## src/rtl/core/ist_pkg.sv

```systemverilog
// shared types, constants and codes for the interval set table
package ist_pkg;

    localparam int MaxEntries = 16;
    localparam int IdxW       = $clog2(MaxEntries);
    localparam int CntW       = $clog2(MaxEntries + 1);
    localparam int TmpW       = $clog2(MaxEntries + 3);

    // signed 64-bit limits for saturation
    localparam logic signed [63:0] SMax = {1'b0, {63{1'b1}}};
    localparam logic signed [63:0] SMin = {1'b1, {63{1'b0}}};

    typedef enum logic [2:0] {
        KIND_UNION     = 3'd0,
        KIND_SUBTRACT  = 3'd1,
        KIND_INTERSECT = 3'd2,
        KIND_SHIFT     = 3'd3,
        KIND_POINT     = 3'd4
    } kind_code_t;

    typedef enum logic [1:0] {
        STATUS_DONE  = 2'd0,
        STATUS_FULL  = 2'd1,
        STATUS_ORDER = 2'd2
    } status_code_t;

    typedef struct packed {
        logic [2:0]         kind;
        logic signed [63:0] range_start;
        logic signed [63:0] range_end;
        logic signed [63:0] shift_amount;
    } cmd_t;

    typedef struct packed {
        logic [1:0]         status;
        logic               point_covered;
        logic [4:0]         entries_used;
        logic [63:0]        total_covered;
        logic signed [63:0] span_start;
        logic signed [63:0] span_end;
    } rsp_t;

    // controller to datapath
    typedef struct packed {
        logic latch;    // capture command beat
        logic rd_req;   // issue table read at scan index
        logic proc;     // process the read entry
        logic tail;     // emit pending merged range at end of walk
        logic commit;   // copy scratch to table, one entry
        logic sum;      // accumulate stats for one entry
        logic clr_sum;  // rewind index and clear stats accumulators
        logic finish;   // drive result
    } ctl_t;

    // datapath to controller
    typedef struct packed {
        logic walk_done;
        logic commit_done;
        logic sum_done;
        logic ok;
        logic skip;
    } sts_t;

endpackage

```

## src/rtl/core/ist_ctrl.sv

```systemverilog
// controller state machine for the interval set table
module ist_ctrl (
    input  logic            clk,
    input  logic            rst_n,
    input  logic            start,
    output logic            busy,
    input  ist_pkg::sts_t   sts,
    output ist_pkg::ctl_t   ctl
);

    typedef enum logic [8:0] {
        S_IDLE   = 9'b0_0000_0001,
        S_CHECK  = 9'b0_0000_0010,
        S_READ   = 9'b0_0000_0100,
        S_PROC   = 9'b0_0000_1000,
        S_TAIL   = 9'b0_0001_0000,
        S_COMMIT = 9'b0_0010_0000,
        S_REWIND = 9'b0_0100_0000,
        S_SUM    = 9'b0_1000_0000,
        S_DONE   = 9'b1_0000_0000
    } state_t;

    state_t state_reg, state_next;

    // state register
    always_ff @(posedge clk or negedge rst_n)
    begin
        if (!rst_n)
            state_reg <= S_IDLE;
        else
            state_reg <= state_next;
    end

    // next state and commands
    always_comb
    begin
        state_next  = state_reg;
        ctl         = '0;
        unique case (state_reg)
            S_IDLE:
            begin
                if (start)
                begin
                    ctl.latch  = 1'b1;
                    state_next = S_CHECK;
                end
            end
            S_CHECK:
            begin
                if (sts.skip)
                    state_next = S_REWIND;
                else
                    state_next = S_READ;
            end
            S_READ:
            begin
                if (sts.walk_done)
                    state_next = S_TAIL;
                else
                begin
                    ctl.rd_req = 1'b1;
                    state_next = S_PROC;
                end
            end
            S_PROC:
            begin
                ctl.proc   = 1'b1;
                state_next = S_READ;
            end
            S_TAIL:
            begin
                ctl.tail   = 1'b1;
                state_next = S_COMMIT;
            end
            S_COMMIT:
            begin
                if (!sts.ok || sts.commit_done)
                    state_next = S_REWIND;
                else
                    ctl.commit = 1'b1;
            end
            S_REWIND:
            begin
                ctl.clr_sum = 1'b1;
                state_next  = S_SUM;
            end
            S_SUM:
            begin
                if (sts.sum_done)
                    state_next = S_DONE;
                else
                    ctl.sum = 1'b1;
            end
            S_DONE:
            begin
                ctl.finish = 1'b1;
                state_next = S_IDLE;
            end
            default:
                state_next = S_IDLE;
        endcase
    end

    assign busy = (state_reg != S_IDLE);

endmodule

```

## config.mk

```make
export PLATFORM = sky130hd
export DESIGN_NAME = ist_ctrl
export DESIGN_NICKNAME = d
export VERILOG_FILES = /design/src/rtl/core/ist_pkg.sv /design/src/rtl/core/ist_ctrl.sv
export SDC_FILE = /design/constraint.sdc
export NUM_CORES = 1
export LEC_CHECK = 0
export ABC_CLOCK_PERIOD_IN_PS = 2900
export BUFFER_PORTS_ARGS = -buffer_cell sky130_fd_sc_hd__buf_2
export CAP_MARGIN = 40
export CORE_AREA = 2 2 48 50
export CTS_CLUSTER_DIAMETER = 100
export DETAILED_ROUTE_END_ITERATION = 8
export DIE_AREA = 0 0 50 52
export PLACE_DENSITY = 0.58
export SYNTH_ARGS = -nofsm -noshare
export SYNTH_HDL_FRONTEND = slang
export SYNTH_SLANG_ARGS = --single-unit
```

## constraint.sdc

```tcl
create_clock -name clk -period 2.9 [get_ports clk]
set_input_delay 0.435 -clock clk [delete_from_list [all_inputs] [get_ports clk]]
set_output_delay 0.435 -clock clk [all_outputs]
set_load 0.01 [all_outputs]
```

; ---- Word level (Yosys, flattened, before mapping)
; Cells that the tools add are included.
[word_totals]
regBits = 9
in_bits = 8
output_inout_bits = 9
elab_cells = 35
[op_classes]
eq_ne = 13
muxes = 18
reduce_logical = 3
[op_table]
columns = op, count
row1 = 9-bit case mux with 8 select lines, 1
row2 = 9-bit two-way mux, 3
row3 = 1-bit two-way mux, 12
row4 = 9-bit by 1-bit equality test with 1-bit output (second input constant), 1
row5 = 9-bit by 2-bit equality test with 1-bit output (second input constant), 1
row6 = 9-bit by 3-bit equality test with 1-bit output (second input constant), 1
row7 = 9-bit by 4-bit equality test with 1-bit output (second input constant), 1
row8 = 9-bit by 5-bit equality test with 1-bit output (second input constant), 1
row9 = 9-bit by 6-bit equality test with 1-bit output (second input constant), 1
row10 = 9-bit by 7-bit equality test with 1-bit output (second input constant), 1
row11 = 9-bit by 8-bit equality test with 1-bit output (second input constant), 1
row12 = 9-bit equality test (second input constant), 1
row13 = 9-bit by 1-bit != test with 1-bit output (second input constant), 1
row14 = 7-bit two-way mux, 1
row15 = 2-bit != test (second input constant), 3
row16 = 5-bit two-way mux, 1
row17 = 3-bit AND reduction, 1
row18 = 1-bit zero test, 1
row19 = 1-bit logical OR, 1

; ---- Depth between registers and ports, before layout
; Gate-level depths: netlist of run 1.
[logic_depth]
depth_word = 4
ltp_mapped = 5
mapped_depth_nobuf = 4

; ---- Worst setup path after synthesis of run 1
; No wires, ideal clock.
[synth_timing]
path_type = reg-to-output
start = register state_reg[4]
end = output port ctl[6] in the netlist's numbering
arrival_time_ps = 1908
required_time_ps = 2465
setup_slack_ps = 557
path_stages_with_launch = 5
path_buffers = 1
path_cell_list = dfrtp_1 -> buf_2 -> or4_4 -> or4_4 -> nor4b_1
[synth_rtl]
columns = element, line_no
row1 = from (decl), ist_ctrl.sv:23  ; state_t state_reg, state_next;
row2 = from (signal assigned), ist_ctrl.sv:31  ; state_reg <= state_next;
row3 = to (decl), ist_ctrl.sv:8  ; output ist_pkg::ctl_t ctl

==> out/qor.csv, run 1 <==
stage,metric,value,unit
placed_design,portBuffers,16,
critical_path,r2r-end,state_reg[0],
critical_path,worstSetupEndpointType,output port,
clock_tree,clk_latency,0.27,ns
sta,drv_slew,0,
drt,highest_layer,met4,
floorplan,coreArea,2110,µm²
synthesis,synth_edf_count,0,
layout,antenna_cells,0,
layout,syn_to_final_growth,15.9,%
drt,wl_per_cell,12.6,µm
placed_design,dp_hpwl,1020,µm
layout,regArea,226,µm²
clock_tree,clkTransAtPathRegs,0.07,ns
placed_design,gp_congestion,0.774,
clock_tree,cts_setup_buffers,0,
clock_tree,htreeDepth,1,
synthesis,ys_warn_count,0,
drt,drc_errors,0,
critical_path,crit_slowest_cell,or4_4,
synthesis,synth_top_area_cell,dfrtp_1,
critical_path,cp_num_buf_inv,1,
power,power.leakage,0.310,nW
critical_path,reg2reg_depth,4,
floorplan,die_w,50,µm
floorplan,rows,17,
sta,slew_headroom,0.696,
drt,dr_total_vias,561,
layout,final_layout_size_suffix_gt1_frac,0.310,
clock_tree,clock_sinks,9,
sta,period_share,0.926,
critical_path,crit_family,simple AND/OR/NAND/NOR gates,
drt,wl_met3,51,µm
drt,met2_wirelength,616,µm
global_route,antenna_found_initial,0,
critical_path,start_kind,flip-flop,
drt,firstDrtPassIters,4,
clock_tree,post_cts_resized,0,
placed_design,place_area,686,µm²
layout,fillCellCount,228,
clock_tree,cts-root-buf,clkbuf_4,
synthesis,synth_top_area_share,0.326,
clock_tree,cts_hold_buffers,0,
power,p_per_area,750,nW/µm²
power,peakVddDrop,249,µV
synthesis,syn_area,614,µm²
drt,viasPerCell,5.01,
global_route,grt_usage,0.124,
floorplan,io_pins,17,
sta,fin_setup_tns,0,ns
synthesis,ys_ff_latch,9,
floorplan,die_area,2600,µm²
clock_tree,cts_buffer_depth,2,
critical_path,cp_max_fo,9,
synthesis,ys_seq_area_frac,0.369,
drt,met1_length,686,µm
critical_path,critPathArrivalTime,2.25,ns
sta,fin_skew,0.00427,ns
sta,rsz0062_at_grt,no,
placed_design,place.detailed.instances,108,
worst_hold_path,min_path_type,input port to asynchronous set/reset pin,
critical_path,r2r_start,state_reg[2],
layout,largest_reg_flops,9,
synthesis,avgSynthCellArea,8.78,µm²
power,power,0.534,mW
layout,final_nets,93,
global_route,grt_pass1_vias,524,
drt,drtIter0Drc,7,
layout,multi_input_area,322,µm²
synthesis,synth_area_leaders,"dfrtp_1 (33%), or4_4 (7.3%), nor4b_1 (7.1%), nor4_1 (5.1%), dfstp_2 (4.3%)",
global_route,grt_max_degree,11,
synthesis,synth_cell_types,28,
synthesis,async_reset_ff_frac,1.00,
sta,finalSetupViolations,0,
drt,routed_wl,1410,µm
layout,instances_no_fill,112,
global_route,grt_pass1_wl,2350,µm
critical_path,rrSetupSlack,0.93,ns
layout,design_area,712,µm²
floorplan,dieHeight,52,µm
critical_path,cp.required,2.47,ns
critical_path,crit_path_max_incr_delay,0.56,ns
synthesis,yosysMostFrequentCell,dfrtp_1,
clock_tree,numCtsBuffers,3,
sta,holdWs,0.00325,ns
sta,fmax,0.372,GHz
sta,worstMarginPinSlew,0.452,ns
sta,hold_violations,0,
synthesis,synthTopCellsByCount,"dfrtp_1 (8), inv_1 (6)",
global_route,gr-total-overflow,0,
synthesis,syn_inst,70,
synthesis,syn-num-nets,78,
run,maxCapViolCount,0,
floorplan,initial_utilization,0.292,
critical_path,cp_common_cell,or4_4,
clock_tree,cts_tree,done,
drt,postRouteAntennaNets,0,
critical_path,cp_cell_sequence,or4_4 -> or4_4 -> nor4b_1 -> buf_2,
run_status,outcome,completed,
synthesis,synth_flop_cell,dfrtp_1,
sta,min_period,2.69,ns
critical_path,critical_path_class,flip-flop to output port,
==> cells in the final DEF, fill, tap and decap left out <==
master	synthesis	layout
inv_1	6	6
o211ai_1	1	1
a31oi_1	1	1
nor4_1	5	5
a21oi_1	3	3
xor2_1	1	1
clkbuf_4	0	3
nand4_1	1	1
nor4b_1	5	5
and3_1	2	2
nor2_1	5	5
a221oi_2	1	1
nand2_1	5	5
o21ai_0	2	2
nor3_1	5	5
clkbuf_1	2	1
nor2b_1	1	1
dfstp_2	1	1
buf_2	2	16
or2_2	1	1
or3_1	1	1
dfrtp_1	8	8
or4_4	4	4
o22ai_1	1	1
xnor2_1	1	1
o32ai_1	1	1
nor3b_1	2	2
==> final cells by class <==
cell class,count,area share
repair buffers,16,0.112
clock buffers,4,0.0369
flip-flops and latches,9,0.318
well taps,28,0.0492
inverters,6,0.0316
multi-input cells,49,0.452
==> cells by family (layout without fill, tap and decap cells) <==
kind of cell           count (synthesis)  in the layout  share of synthesized area
AO/OA/AOI/OAI                         10             10                      0.112
XOR/XNOR                               2              2                     0.0285
buffers and inverters                 12             26                      0.108
flip-flops                             9              9                      0.369
AND/OR/NAND/NOR                       37             37                      0.383
==> how the worst max path moves through the flow <==
| stage | start | end | cells past startpoint |
|---|---|---|---|
| after floorplan | state_reg[4] | ctl[6] | 4 |
| after global placement | state_reg[2] | ctl[0] | 4 |
| after detailed placement | state_reg[4] | ctl[6] | 4 |
| after CTS | state_reg[4] | ctl[6] | 4 |
| after global routing | state_reg[4] | ctl[6] | 4 |
| final | state_reg[4] | ctl[6] | 4 |
==> through the flow <==
stage | worst slack, ns | utilization
after global placement | 0.615 | 0.326
final | 0.214 | 0.338
after global routing | 0.197 | 0.338
after floorplan | 0.557 | -
after detailed placement | 0.523 | 0.326
after CTS | 0.219 | 0.338
==> power by group <==
group,switching [mW],internal (mW)
sequential,0.0496,0.151
combinational,0.117,0.115
clock,0.0492,0.0533
total,0.215,0.319
==> layer usage <==
| layer | vias to the layer above | global-route usage |
|---|---|---|
| met2 | 17 | 0.182 |
| met1 | 250 | 0.153 |
| li1 | 289 | - |
| met5 | - | 0 |
| met3 | 5 | 0.0144 |
| met4 | 0 | 0.125 |
(Power assumes the default switching activity.)
==> inputs of run 2 (changes only) <==
- RECOVER_POWER: unset -> 25
==> out/qor.csv, run 2 (synthesis gave the netlist of run 1 again) <==
stage,metric,value,unit,change
run_status,outcome,completed,,
layout,final_cell_mix,"buf_2 (15), dfrtp_1 (8), inv_1 (6)",,
sta,slew_headroom,0.673,,-0.0234
sta,fin_setup_tns,0,ns,unchanged
power,switching_share,0.403,,about the same
run,maxCapViolCount,0,,unchanged
clock_tree,htreeDepth,1,,unchanged
power,p_seq_frac,0.375,,about the same
critical_path,cp_cell_sequence,or4_4 -> or4_4 -> nor4b_1 -> buf_2,,
drt,dr_total_vias,561,,unchanged
worst_hold_path,min_path_type,input port to asynchronous set/reset pin,,
clock_tree,clk_latency,0.27,ns,about the same
critical_path,cp-startpoint,state_reg[4],,
critical_path,crit_path_max_incr_delay,0.56,ns,about the same
power,p_per_area,751,nW/µm²,+0.13%
clock_tree,cts-root-buf,clkbuf_4,,
floorplan,die_area,2600,µm²,unchanged
sta,min_period,2.69,ns,unchanged
critical_path,rrSetupSlack,0.93,ns,about the same
critical_path,cp_common_cell,or4_4,,
power,p_int,0.319,mW,about the same
global_route,grt_pass1_vias,524,,unchanged
power,peakVddDrop,249,µV,about the same
floorplan,rows,17,,unchanged
critical_path,reg2reg_depth,4,,unchanged
critical_path,critical_path_class,flip-flop to output port,,
critical_path,cp.required,2.47,ns,about the same
floorplan,initial_utilization,0.292,,unchanged
drt,postRouteAntennaNets,0,,unchanged
sta,drv_slew,0,,unchanged
global_route,gr-total-overflow,0,,unchanged
sta,worstMarginPinSlew,0.491,ns,+0.0393 ns
layout,final_common_cell,buf_2,,
clock_tree,cts_setup_buffers,0,,unchanged
power,power.leakage,0.307,nW,-0.89%
drt,viasPerCell,5.01,,unchanged
global_route,grt_usage,0.124,,unchanged
sta,rsz0062_at_grt,no,,
clock_tree,post_cts_resized,0,,unchanged
clock_tree,numCtsBuffers,3,,unchanged
layout,largest_reg_flops,9,,unchanged
critical_path,cp_max_fo,9,,unchanged
clock_tree,cts_tree,done,,
critical_path,cp_num_buf_inv,1,,unchanged
power,power_switching,0.215,mW,about the same
global_route,grt_max_degree,11,,unchanged
clock_tree,clock_sinks,9,,unchanged
layout,syn_to_final_growth,15.7,%,
sta,holdWs,0.0935,ns,+0.0902 ns
placed_design,post-place-ws,0.523,ns,unchanged
floorplan,die_w,50,µm,unchanged
placed_design,dp_hpwl,1020,µm,unchanged
clock_tree,clkTransAtPathRegs,0.07,ns,about the same
drt,routed_wl,1410,µm,-0.14%
critical_path,critPathArrivalTime,2.25,ns,about the same
drt,firstDrtPassIters,4,,unchanged
critical_path,crit_slowest_cell,or4_4,,
placed_design,gp_congestion,0.774,,unchanged
drt,drtIter0Drc,7,,unchanged
sta,fmax,0.372,GHz,unchanged
critical_path,worstSetupEndpointType,output port,,
drt,wl_per_cell,12.6,µm,-0.14%
critical_path,r2r_start,state_reg[2],,
clock_tree,cts_buffer_depth,2,,unchanged
floorplan,io_pins,17,,unchanged
global_route,grt_pass1_wl,2350,µm,unchanged
global_route,antenna_found_initial,0,,unchanged
power,comb_power_share,0.433,,about the same
layout,final_nets,93,,unchanged
sta,period_share,0.926,,unchanged
sta,finalSetupViolations,0,,unchanged
sta,worst_slack,0.214,ns,unchanged
critical_path,crit_family,simple AND/OR/NAND/NOR gates,,
critical_path,cp.depth,4,,unchanged
floorplan,dieHeight,52,µm,unchanged
critical_path,start_kind,flip-flop,,
power,p_clk_frac,0.192,,about the same
placed_design,portBuffers,16,,unchanged
drt,drc_errors,0,,unchanged
clock_tree,cts_hold_buffers,0,,unchanged
power,power,0.534,mW,about the same
floorplan,coreArea,2110,µm²,unchanged
layout,final_layout_size_suffix_gt1_frac,0.298,,-0.0119
layout,antenna_cells,0,,unchanged
sta,hold_violations,0,,unchanged
sta,fin_skew,0.00427,ns,unchanged
[run 2: cell count changes in the layout (fill, tap and decap cells not counted)]
cell	change
buf_2	-1
clkbuf_1	+1
[run 2: path summary, 6_finish.rpt]
path	to
max in group asynchronous	state_reg[0]
worst max register to register	state_reg[0]
worst min-delay path	state_reg[2]
worst max-delay path	ctl[6]
min in group clk	state_reg[0]
worst min register to register	state_reg[0]
[run 2: final cells by class]
cell class	instances	area, µm²
clock buffer	4	26.3
fill	228	1400
inverter	6	22.5
multi-input combinational	49	322
sequential	9	226
tap	28	35.0
timing repair buffer	16	78.8
[run 2: per-layer routing]
layer / routed length [µm] / part of all wire / vias to the layer above / GRT usage
met5: 0 / 0 / - / 0
met4: 59 / 0.042 / 0 / 0.125
met3: 50 / 0.035 / 5 / 0.0144
met2: 616 / 0.44 / 17 / 0.182
met1: 685 / 0.49 / 250 / 0.153
li1: - / - / 289 / -
[run 2: power groups by stage]
stage	Clock, mW	Combinational [mW]	Sequential, mW
finish	0.102	0.231	0.200
global route	0.110	0.263	0.207
CTS	0.107	0.233	0.200
detailed placement	0	0.232	0.202
global placement	0	0.233	0.201
floorplan	0	0.241	0.161
[run 2: worst reg2reg max path, stage by stage, from the launching register on]
cell,delay (ns)
dfrtp_1,0.48
or4_4,0.57
or4_4,0.45
a221oi_2,0.30
o22ai_1,0.09
[run 2: metrics by stage]
step	cells	instance area [µm²]	util
floorplan	70	614	-
global placement	108	686	0.326
detailed placement	108	686	0.326
CTS	112	712	0.338
global route	112	711	0.337
finish	112	711	0.337
